## config.mk

```make
export PLATFORM = sky130hd
export DESIGN_NAME = jpeg_huffman_table_decoder_top
export DESIGN_NICKNAME = d
export VERILOG_FILES = /design/src/rtl/jhtd_pkg.sv /design/src/rtl/jhtd_ctrl.sv /design/src/rtl/jhtd_datapath.sv /design/src/rtl/jpeg_huffman_table_decoder_top.sv
export SDC_FILE = /design/constraint.sdc
export NUM_CORES = 2
export LEC_CHECK = 0
export BUFFER_PORTS_ARGS = -buffer_cell sky130_fd_sc_hd__clkbuf_2
export CORE_MARGIN = 2
export CORE_UTILIZATION = 57
export DETAILED_ROUTE_END_ITERATION = 7
export PLACE_DENSITY = 0.74
export SYNTH_ARGS = -nofsm -noshare
export SYNTH_HDL_FRONTEND = slang
export SYNTH_HIERARCHICAL = 1
export SYNTH_SLANG_ARGS = --single-unit
```

## constraint.sdc

```tcl
create_clock -name clk -period 7.9 [get_ports clk]
set_input_delay 1.185 -clock clk [delete_from_list [all_inputs] [get_ports clk]]
set_output_delay 1.185 -clock clk [all_outputs]
set_load 0.05 [all_outputs]
```

## src/rtl/jhtd_pkg.sv

```systemverilog
// Package for the canonical Huffman table decoder: command codes, sizes,
// and the command/status structs shared by the controller and datapath.
// No dependencies.
`default_nettype none

package jhtd_pkg;

    // Table geometry
    localparam int NUM_LENGTHS  = 16;
    localparam int LEN_IDX_W    = 4;
    localparam int MAX_CODE_LEN = 16;
    localparam int MAX_SYMBOLS  = 256;
    localparam int STORE_DEPTH  = 256;
    localparam int STORE_AW     = 8;
    localparam int POS_W        = 9;
    localparam int NODE_W       = 9;
    localparam int NODE_SAT     = 511;
    // Canonical code accumulator during node build; sixteen steps of
    // (c + 255) * 2 stay below 2^25.
    localparam int ACC_W        = 26;

    // Item commands
    typedef logic [1:0] cmd_code_t;
    localparam cmd_code_t CMD_START = 2'd0;
    localparam cmd_code_t CMD_BYTE  = 2'd1;
    localparam cmd_code_t CMD_BIT   = 2'd2;
    localparam cmd_code_t CMD_NONE  = 2'd3;

    // Controller to datapath
    typedef struct packed {
        logic                 clear;
        logic                 load;
        logic                 decode;
        logic                 first_step;
        logic                 node_step;
        logic [LEN_IDX_W-1:0] step;
    } jhtd_ctl_t;

    // Datapath to controller
    typedef struct packed {
        logic load_done;
    } jhtd_stat_t;

endpackage

`default_nettype wire

```

## src/rtl/jhtd_ctrl.sv

```systemverilog
// Controller for the canonical Huffman table decoder: accepts transactions
// and sequences the two-pass node build after the last table byte.
// Depends on jhtd_pkg.
`default_nettype none

module jhtd_ctrl (
    input  wire logic                clk,
    input  wire logic                rst_n,
    input  wire logic                start,
    input  wire jhtd_pkg::cmd_code_t cmd,
    input  wire jhtd_pkg::jhtd_stat_t stat,
    output      jhtd_pkg::jhtd_ctl_t  ctl,
    output      logic                busy
);
    import jhtd_pkg::*;

    localparam logic [1:0] S_IDLE  = 2'd0;
    localparam logic [1:0] S_FIRST = 2'd1;
    localparam logic [1:0] S_NODES = 2'd2;

    logic [1:0]           state_reg, state_next;
    logic [LEN_IDX_W-1:0] step_reg, step_next;
    logic                 accept;

    assign busy   = (state_reg != S_IDLE);
    assign accept = start && !busy;

    // Next state and command decode
    always_comb
    begin
        state_next     = state_reg;
        step_next      = step_reg;
        ctl            = '0;
        ctl.step       = step_reg;
        case (state_reg)
            S_IDLE:
            begin
                step_next = '0;
                if (accept)
                begin
                    case (cmd)
                        CMD_START: ctl.clear  = 1'b1;
                        CMD_BYTE:
                        begin
                            ctl.load = 1'b1;
                            if (stat.load_done)
                                state_next = S_FIRST;
                        end
                        CMD_BIT:   ctl.decode = 1'b1;
                        default:   ;
                    endcase
                end
            end
            S_FIRST:
            begin
                ctl.first_step = 1'b1;
                step_next      = step_reg + 1'b1;
                if (step_reg == LEN_IDX_W'(NUM_LENGTHS - 1))
                    state_next = S_NODES;
            end
            S_NODES:
            begin
                ctl.node_step = 1'b1;
                step_next     = step_reg + 1'b1;
                if (step_reg == LEN_IDX_W'(NUM_LENGTHS - 1))
                    state_next = S_IDLE;
            end
            default:
            begin
                state_next = S_IDLE;
                step_next  = '0;
            end
        endcase
    end

    // State registers
    always_ff @(posedge clk or negedge rst_n)
    begin
        if (!rst_n)
        begin
            state_reg <= S_IDLE;
            step_reg  <= '0;
        end
        else
        begin
            state_reg <= state_next;
            step_reg  <= step_next;
        end
    end

endmodule

`default_nettype wire

```

## src/rtl/jhtd_datapath.sv

```systemverilog
// Datapath for the canonical Huffman table decoder: table storage, symbol
// store, canonical node build, bit-serial decode and result registers.
// Depends on jhtd_pkg.
`default_nettype none

module jhtd_datapath (
    input  wire logic                 clk,
    input  wire logic                 rst_n,
    input  wire jhtd_pkg::jhtd_ctl_t  ctl,
    input  wire logic [7:0]           table_byte,
    input  wire logic                 code_bit,
    output      jhtd_pkg::jhtd_stat_t stat,
    output      logic                 done,
    output      logic [7:0]           symbol,
    output      logic [4:0]           code_length,
    output      logic                 error
);
    import jhtd_pkg::*;

    // Table state
    logic [7:0]        counts_reg [NUM_LENGTHS];
    logic [NODE_W-1:0] nodes_reg  [NUM_LENGTHS];
    logic [POS_W-1:0]  pos_reg;
    logic [POS_W-1:0]  total_reg;
    logic              ready_reg;

    // Decode state
    logic [15:0]       accum_reg;
    logic [4:0]        depth_reg;
    logic [15:0]       first_reg;
    logic [POS_W-1:0]  symidx_reg;

    // Node build scratch
    logic [ACC_W-1:0]  c_reg;
    logic [ACC_W-1:0]  last_reg;
    logic [ACC_W-1:0]  firsts_reg [NUM_LENGTHS];

    // Symbol store and result registers
    logic [7:0]        store_mem [STORE_DEPTH];
    logic [7:0]        store_q_reg;
    logic              done_reg;
    logic              hit_reg;
    logic [4:0]        len_reg;
    logic              err_reg;

    // Load path signals
    logic              in_counts;
    logic [POS_W:0]    total_sum;
    logic [POS_W-1:0]  total_new;
    logic              load_done;
    logic              store_we;
    logic [STORE_AW-1:0] store_waddr;

    // Decode signals
    logic [LEN_IDX_W-1:0] di;
    logic [LEN_IDX_W-1:0] cnt_addr;
    logic [7:0]        cnt;
    logic [15:0]       accum_new;
    logic [15:0]       off;
    logic [4:0]        len;
    logic              hit;
    logic              descend;
    logic              store_re;
    logic [STORE_AW-1:0] store_raddr;

    // Build signals
    logic              has_deepest;
    logic [LEN_IDX_W-1:0] deepest;
    logic [ACC_W-1:0]  build_sum;
    logic [LEN_IDX_W-1:0] shamt;
    logic [ACC_W:0]    top1;
    logic [ACC_W:0]    first_ext;
    logic [ACC_W:0]    node_diff;
    logic [NODE_W-1:0] node_val;

    // Table byte accounting
    always_comb
    begin
        in_counts   = (pos_reg < POS_W'(NUM_LENGTHS));
        total_sum   = {1'b0, total_reg} + {2'b00, table_byte};
        total_new   = (total_sum > (POS_W+1)'(MAX_SYMBOLS)) ? POS_W'(MAX_SYMBOLS)
                                                           : total_sum[POS_W-1:0];
        if (ready_reg)
            load_done = 1'b0;
        else if (in_counts)
            load_done = (pos_reg == POS_W'(NUM_LENGTHS - 1)) && (total_new == '0);
        else
            load_done = ((pos_reg - POS_W'(NUM_LENGTHS - 1)) >= total_reg);
        store_we    = ctl.load && !ready_reg && !in_counts;
        store_waddr = pos_reg[STORE_AW-1:0] - STORE_AW'(NUM_LENGTHS);
    end

    assign stat.load_done = load_done;

    // Decode step: one code bit against the current depth
    always_comb
    begin
        di          = depth_reg[LEN_IDX_W-1:0];
        cnt_addr    = ctl.first_step ? ctl.step : di;
        cnt         = counts_reg[cnt_addr];
        accum_new   = {accum_reg[14:0], code_bit};
        off         = accum_new - first_reg;
        len         = depth_reg + 5'd1;
        hit         = (off < {8'd0, cnt});
        descend     = (off < {7'd0, nodes_reg[di]}) && (len < 5'(MAX_CODE_LEN));
        store_re    = ctl.decode && ready_reg && hit;
        store_raddr = symidx_reg[STORE_AW-1:0] + off[STORE_AW-1:0];
    end

    // Deepest used length
    always_comb
    begin
        has_deepest = 1'b0;
        deepest     = '0;
        for (int i = 0; i < NUM_LENGTHS; i++)
        begin
            if ((counts_reg[i] != 8'd0) && (i < MAX_CODE_LEN))
            begin
                has_deepest = 1'b1;
                deepest     = LEN_IDX_W'(i);
            end
        end
    end

    // Node count for one depth: (last >> (deepest - d)) + 1 - first, saturated
    always_comb
    begin
        build_sum = c_reg + {{(ACC_W-8){1'b0}}, cnt};
        shamt     = deepest - ctl.step;
        top1      = {1'b0, last_reg >> shamt} + (ACC_W+1)'(1);
        first_ext = {1'b0, firsts_reg[ctl.step]};
        node_diff = top1 - first_ext;
        if (!has_deepest || (ctl.step > deepest))
            node_val = '0;
        else if ((top1 < first_ext) || (node_diff > (ACC_W+1)'(NODE_SAT)))
            node_val = NODE_W'(NODE_SAT);
        else
            node_val = node_diff[NODE_W-1:0];
    end

    // Control and table state
    always_ff @(posedge clk or negedge rst_n)
    begin
        if (!rst_n)
        begin
            for (int i = 0; i < NUM_LENGTHS; i++)
            begin
                counts_reg[i] <= '0;
                nodes_reg[i]  <= '0;
            end
            pos_reg    <= '0;
            total_reg  <= '0;
            ready_reg  <= 1'b0;
            accum_reg  <= '0;
            depth_reg  <= '0;
            first_reg  <= '0;
            symidx_reg <= '0;
            done_reg   <= 1'b0;
            hit_reg    <= 1'b0;
            len_reg    <= '0;
            err_reg    <= 1'b0;
        end
        else
        begin
            done_reg <= 1'b0;
            if (ctl.clear)
            begin
                for (int i = 0; i < NUM_LENGTHS; i++)
                begin
                    counts_reg[i] <= '0;
                    nodes_reg[i]  <= '0;
                end
                pos_reg    <= '0;
                total_reg  <= '0;
                ready_reg  <= 1'b0;
                accum_reg  <= '0;
                depth_reg  <= '0;
                first_reg  <= '0;
                symidx_reg <= '0;
            end

            // Table bytes
            if (ctl.load && !ready_reg)
            begin
                if (in_counts)
                begin
                    counts_reg[pos_reg[LEN_IDX_W-1:0]] <= table_byte;
                    total_reg <= total_new;
                end
                pos_reg <= pos_reg + 1'b1;
                if (load_done)
                    ready_reg <= 1'b1;
            end

            // Node build, second pass
            if (ctl.node_step)
                nodes_reg[ctl.step] <= node_val;

            // Code bits
            if (ctl.decode)
            begin
                done_reg <= 1'b1;
                if (!ready_reg)
                begin
                    hit_reg <= 1'b0;
                    len_reg <= '0;
                    err_reg <= 1'b1;
                end
                else if (hit)
                begin
                    hit_reg    <= 1'b1;
                    len_reg    <= len;
                    err_reg    <= 1'b0;
                    accum_reg  <= '0;
                    depth_reg  <= '0;
                    first_reg  <= '0;
                    symidx_reg <= '0;
                end
                else if (descend)
                begin
                    done_reg   <= 1'b0;
                    accum_reg  <= accum_new;
                    depth_reg  <= len;
                    first_reg  <= (first_reg + {8'd0, cnt}) << 1;
                    symidx_reg <= symidx_reg + {1'b0, cnt};
                end
                else
                begin
                    hit_reg    <= 1'b0;
                    len_reg    <= len;
                    err_reg    <= 1'b1;
                    accum_reg  <= '0;
                    depth_reg  <= '0;
                    first_reg  <= '0;
                    symidx_reg <= '0;
                end
            end
        end
    end

    // Node build, first pass: first code of each depth and last code
    always_ff @(posedge clk)
    begin
        if (ctl.load && load_done)
            c_reg <= '0;
        if (ctl.first_step)
        begin
            firsts_reg[ctl.step] <= c_reg;
            c_reg                <= build_sum << 1;
            if (ctl.step == deepest)
                last_reg <= build_sum - ACC_W'(1);
        end
    end

    // Symbol store
    always_ff @(posedge clk)
    begin
        if (store_we)
            store_mem[store_waddr] <= table_byte;
        if (store_re)
            store_q_reg <= store_mem[store_raddr];
    end

    assign done        = done_reg;
    assign symbol      = hit_reg ? store_q_reg : 8'd0;
    assign code_length = len_reg;
    assign error       = err_reg;

endmodule

`default_nettype wire

```

## src/rtl/jpeg_huffman_table_decoder_top.sv

```systemverilog
// Canonical Huffman table decoder, top level: controller plus datapath.
// A transaction is accepted while busy is low. A code bit that ends a code or
// fails gives its result (done high for one cycle, the receiver cannot stall)
// on the cycle after acceptance, one bit per cycle while busy is low. The last
// table byte starts a node build (two passes over the 16 lengths), busy high.
// Reset clears the table: no table is loaded and code bits report an error.
`default_nettype none

module jpeg_huffman_table_decoder_top (
    input  wire logic       clk,
    input  wire logic       rst_n,
    input  wire logic       start,
    output      logic       busy,
    input  wire logic [1:0] cmd,
    input  wire logic [7:0] table_byte,
    input  wire logic       code_bit,
    output      logic       done,
    output      logic [7:0] symbol,
    output      logic [4:0] code_length,
    output      logic       error
);
    import jhtd_pkg::*;

    jhtd_ctl_t  ctl;
    jhtd_stat_t stat;

    // Transaction sequencing
    jhtd_ctrl u_ctrl (
        .clk   (clk),
        .rst_n (rst_n),
        .start (start),
        .cmd   (cmd),
        .stat  (stat),
        .ctl   (ctl),
        .busy  (busy)
    );

    // Table storage and decode
    jhtd_datapath u_datapath (
        .clk         (clk),
        .rst_n       (rst_n),
        .ctl         (ctl),
        .table_byte  (table_byte),
        .code_bit    (code_bit),
        .stat        (stat),
        .done        (done),
        .symbol      (symbol),
        .code_length (code_length),
        .error       (error)
    );

endmodule

`default_nettype wire
```

== Yosys cells after proc, flatten, opt, wreduce, memory -nomap -nowiden ==
Memories as Yosys holds them, arrays and structs flattened. A register that Yosys moved wholly into a read port is not among the register bits.
Cells that the tools add are included.
Storage, ports and cells
  output and inout port bits: 16
  register bits after elaboration: 402
  input bits: 14
  bits in writable memories: 2448
  memories: 2
  word-level logic and storage cells: 255
Memory list
  u_datapath.store_mem: words 256, bits a word 8, rd ports 1, clocked after Yosys merged registers in 1, write ports 1, line jhtd_datapath.sv:39  | logic [7:0] store_mem [STORE_DEPTH];
  u_datapath.firsts_reg: words 16, bits a word 25, rd ports 1, clocked after Yosys merged registers in 0, write ports 1, line jhtd_datapath.sv:36  | logic [ACC_W-1:0] firsts_reg [NUM_LENGTHS];
Operators by class
  magnitude comparators: 15
  multiplexer cells: 116
  equal/unequal tests: 13
  $add $sub $neg: 15
  shift operators: 1
  bitwise logic cells: 4
  reduce and logical (&&, ||, !) cells: 42
Operators by type and width (number)
  $mux 128: 3
  $mux 144: 2
  $mux 16: 10
  $bwmux 144: 1
  $mux 9: 16
  $bwmux 128: 1
  $reduce_bool 8->1: 16
  $mux 4: 16
  $mux 26: 2
  $mux 1: 41
  $mux 5: 8
  $bmux 9 s4: 1
  $demux 9 s4: 1
  $bmux 8 s4: 1
  $demux 8 s4: 1
  $mux 8: 4
  $add 26x1->27 const B: 1
  $gt 27x9->1 const B: 1
  $lt 27x26->1: 1
  $sub 27x26->27: 1
  $add 26x8->26: 1
  $shr 26x4->26: 1
  $sub 26x1->26 const B: 1
  $ge 5x5->1 const B: 4
  other kinds (40): 71

== Longest topological paths before layout ==
  depth after elaboration: 26
  gate-level depth with buffers: 36

== Cells and area by module ==
Netlist, hierarchy kept.
Modules (own cells, without submodules)
  jhtd_datapath: sequential area each 83865.4 um2, instances 1, cells each 6530, area an instance 120326.7 um2
  jhtd_ctrl: sequential area each 150.1 um2, instances 1, cells each 32, area an instance 357.8 um2

== Least setup slack after synthesis ==
No wires, ideal clock.
  path kind: reg2reg
  start: register u_datapath/counts_reg[109] in the netlist's numbering
  end: register u_datapath/nodes_reg[67] in the netlist's numbering
  setup slack: 0.344 ns
  data arrival time: 7.427 ns
  stages on the path, launching flop included: 34
  buffers on the path: 3
  cell sequence: dfrtp_1 -> or4_1 -> a211oi_1 -> o21ai_0 -> a21oi_1 -> o21ai_0 -> a21oi_1 -> o21ai_0 -> nand2_1 -> a31oi_1 -> ha_1 -> fa_1 -> buf_6 -> buf_6 -> mux4_2 -> mux2i_1 -> nand3_1 -> o21ai_1 -> nor4_4 -> nand2b_1 -> or3_1 -> nor3_1 -> xor2_1 -> ha_1 -> a21o_1 -> a21o_1 -> a2111o_1 -> o21ai_0 -> nor2_1 -> nor4b_1 -> nand4_4 -> nor4_4 -> buf_6 -> o21ai_1
On the way
  longest elaborated chain between the ends: 25
  elaborated cells on any way between the ends: 43
  classes of those cells: add/sub: 3; order compare: 3; shift: 1; mux: 32; reduce/logical: 4
Ends and longest elaborated chain
  start: declaration: line jhtd_datapath.sv:21  | logic [7:0] counts_reg [NUM_LENGTHS];
  start signal: indexed assignment: line jhtd_datapath.sv:187  | counts_reg[pos_reg[LEN_IDX_W-1:0]] <= table_byte;
  $reduce_bool 8->1 (*): line jhtd_datapath.sv:117  | if ((counts_reg[i] != 8'd0) && (i < MAX_CODE_LEN))
  $mux 4 (14 in a row): line jhtd_datapath.sv:117
  $sub 4x4->4: line jhtd_datapath.sv:129  | shamt = deepest - ctl.step;
  $shr 26x4->26: line jhtd_datapath.sv:130  | top1 = {1'b0, last_reg >> shamt} + (ACC_W+1)'(1);
  $add 26x1->27: line jhtd_datapath.sv:130
  $sub 27x26->27: line jhtd_datapath.sv:132  | node_diff = top1 - first_ext;
  $gt 27x9->1: line jhtd_datapath.sv:135  | else if ((top1 < first_ext) || (node_diff > (ACC_W+1)'(NODE_SAT)))
  $logic_or 1x1->1: line jhtd_datapath.sv:135
  $mux 9: line jhtd_datapath.sv:135
  $mux 9 (*): line jhtd_datapath.sv:133  | if (!has_deepest || (ctl.step > deepest))
  $bwmux 144 (*): line jhtd_datapath.sv:197  | nodes_reg[ctl.step] <= node_val;
  $mux 144 (*): line jhtd_datapath.sv:196  | if (ctl.node_step)
  end signal: indexed assignment: line jhtd_datapath.sv:197
  end: declaration: line jhtd_datapath.sv:22  | logic [NODE_W-1:0] nodes_reg [NUM_LENGTHS];
Mark *: on every way between the ends. The rest lies on a longest branch, timed or not.
A chain may end at the register's enable or synchronous reset.

== Final worst setup path ==
  start: register u_datapath/counts_reg[109] in the netlist's numbering
  end: register u_datapath/nodes_reg[119] in the netlist's numbering
Same word-level chain as after synthesis.

==> impl_metrics.env <==
export IMPL_worstPathRequired_ns=8.67
export IMPL_cts_tree="built"
export IMPL_muxShareOfSynthArea_pct=17.3
export IMPL_ys_top_cells_by_area="edfxtp_1 62%, mux4_2 17%, dfrtp_1 7.2%"
export IMPL_overflow=0
export IMPL_grt_start_max_net_pins=282
export IMPL_cpMostUsedCell="buf_12"
export IMPL_drc=0
export IMPL_comb_power_share_pct=47.5
export IMPL_hold_viol_final=0
export IMPL_drtIter0Drc=9572
export IMPL_pre_cts_ws_ns=-0.592
export IMPL_max_freq_mhz=129
export IMPL_clkPwrFrac_pct=22.4
export IMPL_slowest_stage="or4_4"
export IMPL_clockBufferDepth=4
export IMPL_p_per_area_nw_per_um2=434
export IMPL_status="complete, no violations"
export IMPL_seq_area_frac_synth_pct=69.6
export IMPL_fin_crit_ns=7.78
export IMPL_area_delta_synth_final_pct=12.7
export IMPL_drv_slew=0
export IMPL_p_switching_mw=20.6
export IMPL_grt_pass1_wl_um=447000
export IMPL_critPathMaxStageDelay_ns=0.55
export IMPL_fin_nets=7044
export IMPL_fin_area_sq_um=136000
export IMPL_drive_gt1_share_pct=26.0
export IMPL_crit_cells=35
export IMPL_maxCapViolations=0
export IMPL_initial_core_util_pct=57.5
export IMPL_cts_root_buffer="clkbuf_16"
export IMPL_insertion_delay_ns=0.96
export IMPL_placed_area_sq_um=126000
export IMPL_firstDrtPassIters=6
export IMPL_dr_total_vias=66139
export IMPL_cp_data_arrival_time_ns=8.55
export IMPL_crit_fanout=9
export IMPL_layout_setup_ws_ns=0.120
export IMPL_ys_flop_type="edfxtp_1"
export IMPL_synth_compound_area_share_pct=3.41
export IMPL_hold_buffers=0
export IMPL_core_sq_um=210000
export IMPL_drt_wl_total_um=304000
export IMPL_cts_buffers=301
export IMPL_crit_buf_inv=6
export IMPL_synthAdderAreaFrac_pct=1.35
export IMPL_relSlewSlack_pct=0.935
export IMPL_swShare_pct=34.9
export IMPL_worst_pin_slew_ns=1.49
export IMPL_synthArstFlopShare_pct=12.2
export IMPL_portBuffers=29
export IMPL_synth_simple_area_share_pct=5.68
export IMPL_crit_family="compound AO/OA/AOI/OAI gates"
export IMPL_synth_common_cells="2507 x edfxtp_1, 895 x mux4_2, 412 x nor2_1, 349 x dfrtp_1, 279 x nand2_1"
export IMPL_rsz0062_at_grt="true"
export IMPL_setup_violations=0
export IMPL_synth_top_family_by_area="multiplexers"
export IMPL_start_kind="flip-flop"
export IMPL_gp_congestion=0.882
export IMPL_r2r_slack_ns=0.12
export IMPL_ios=30
export IMPL_synth_area_leader_cell="edfxtp_1"
export IMPL_synth_most_common_cell="edfxtp_1"
export IMPL_yosys_area_top_type_share_pct=62.4
export IMPL_synthCells=6562
export IMPL_reg2regPathDepth=35
export IMPL_dp_hpwl_um=177000
export IMPL_synth_edf_count=2507
export IMPL_htree_num_levels=5
export IMPL_worst_clock_skew_ns=0.0898
export IMPL_syn_nets=6701
export IMPL_yosysUniqueCellTypes=98
export IMPL_largest_reg_flops=2048
export IMPL_utilization_pct=64.8
export IMPL_wl_per_cell_um=30.6
export IMPL_clk_pin_slew_ns=0.06
export IMPL_chipHeight_um=464
export IMPL_track_usage_pct=28.2
export IMPL_yosys_register_bits=2856
export IMPL_fin_crit_sh_pct=98.5
export IMPL_cts_sinks=2856
export IMPL_placed_cells_incl_taps=9372
export IMPL_die_area_sq_um=215000
export IMPL_yosys_warnings=6
export IMPL_rows=168
export IMPL_leakage_nw=45.6
export IMPL_antenna_found_initial=17
export IMPL_vdd_drop_max_mv=1.20
export IMPL_p_int_mw=38.5
export IMPL_die_w_um=464
export IMPL_syn_mean_instance_area_sq_um=18.4
export IMPL_crit_type="flip-flop to flip-flop"
export IMPL_hold_path_class="input port to asynchronous set/reset pin"
export IMPL_vias_per_cell=6.67
export IMPL_first_global_vias=65926
export IMPL_stdcell_count=9918
export IMPL_mappedNetlistArea_sq_um=121000
export IMPL_cp_end_kind="flip-flop"
export IMPL_p_seq_share_pct=30.1
export IMPL_synth_xor_xnor_area_share_pct=0.918
export IMPL_ant_nets=0
[worst paths after layout]
kind                                            start                         to
min in group clk             u_datapath/symidx_reg[7]   u_datapath/symidx_reg[7]
setup / recovery           u_datapath/counts_reg[109]  u_datapath/nodes_reg[119]
setup reg to reg           u_datapath/counts_reg[109]  u_datapath/nodes_reg[119]
max in group asynchronous                       rst_n  u_datapath/counts_reg[10]
hold reg to reg              u_datapath/symidx_reg[7]   u_datapath/symidx_reg[7]
hold / removal                                  rst_n   u_datapath/nodes_reg[19]
[worst register-to-register path, delay by kind of cell, from the launching register on]
kind / cells / cell delay, ns
DFF: 1 / 0.40
xor gates and xnor gates: 1 / 0.17
and+or+nand+nor: 7 / 1.99
buffers and inverters: 6 / 0.89
adders and majority gates: 3 / 0.92
AOI/OAI and AO/OA: 14 / 2.42
muxes: 4 / 0.83
[layout by cell type, fill, tap and decap left out, drive strengths merged, types with 91 or more instances in the layout]
cell type | synthesis | routed
edfxtp | 2507 | 2507
nand2 | 280 | 280
inv | 127 | 133
clkinv | 0 | 100
mux4 | 896 | 896
nand3 | 91 | 91
dfrtp | 349 | 349
nor2 | 413 | 413
ha | 117 | 117
clkbuf | 251 | 402
nand3b | 148 | 148
o21ai | 348 | 348
nand2b | 148 | 148
buf | 121 | 388
[routing by layer]
layer / routed length [um] / vias up / global-route usage [%]
met4: 9110 / 10 / 8.27
met5: 90 / - / 0
li1: - / 27101 / -
met3: 31700 / 590 / 6.18
met1: 117000 / 34527 / 41.0
met2: 146000 / 3911 / 43.6
[layout make-up]
cell class / count / area, sq um
fillers: 13582 / 73900
multi-input cells: 3207 / 35200
repair buffers: 412 / 3820
clock buffers: 378 / 7990
inverters: 127 / 477
clock inverters: 129 / 1020
well taps: 2805 / 3510
flip-flops and latches: 2856 / 84000
diodes: 4 / 10.0
[power groups by stage]
| stage | clock (mW) | combinational [mW] | sequential, mW |
|---|---|---|---|
| CTS | 13.4 | 26.2 | 17.8 |
| global route | 14.0 | 30.3 | 17.9 |
| floorplan | 0 | 15.3 | 17.9 |
| global placement | 0 | 25.6 | 18.1 |
| finish | 13.2 | 28.1 | 17.8 |
| detailed placement | 0 | 25.8 | 18.1 |
[logic make-up after synthesis]
family,Yosys count
xor+xnor,124
simple gates,1319
mux,967
flops,2856
buf+inv,499
fa+ha+maj,125
compound gates,672
[stage by stage]
step                      TNS, ns  power (mW)  hold slack, ns
after detailed placement   -65.10        43.9           0.490
after CTS                       0        57.3           0.294
final                           0        59.1           0.315
after global placement     -38.02        43.7           0.470
after global routing        -2.35        62.1           0.367
after floorplan                 0        33.1           0.452
[what timing repair did]
item	in CTS	in global routing
endpoints found under the setup margin	144	144
pin swaps	9	24
gates cloned	0	4
buffers inserted	13	18
gates resized for setup	4	47
Power figures use the tool's default switching activity.
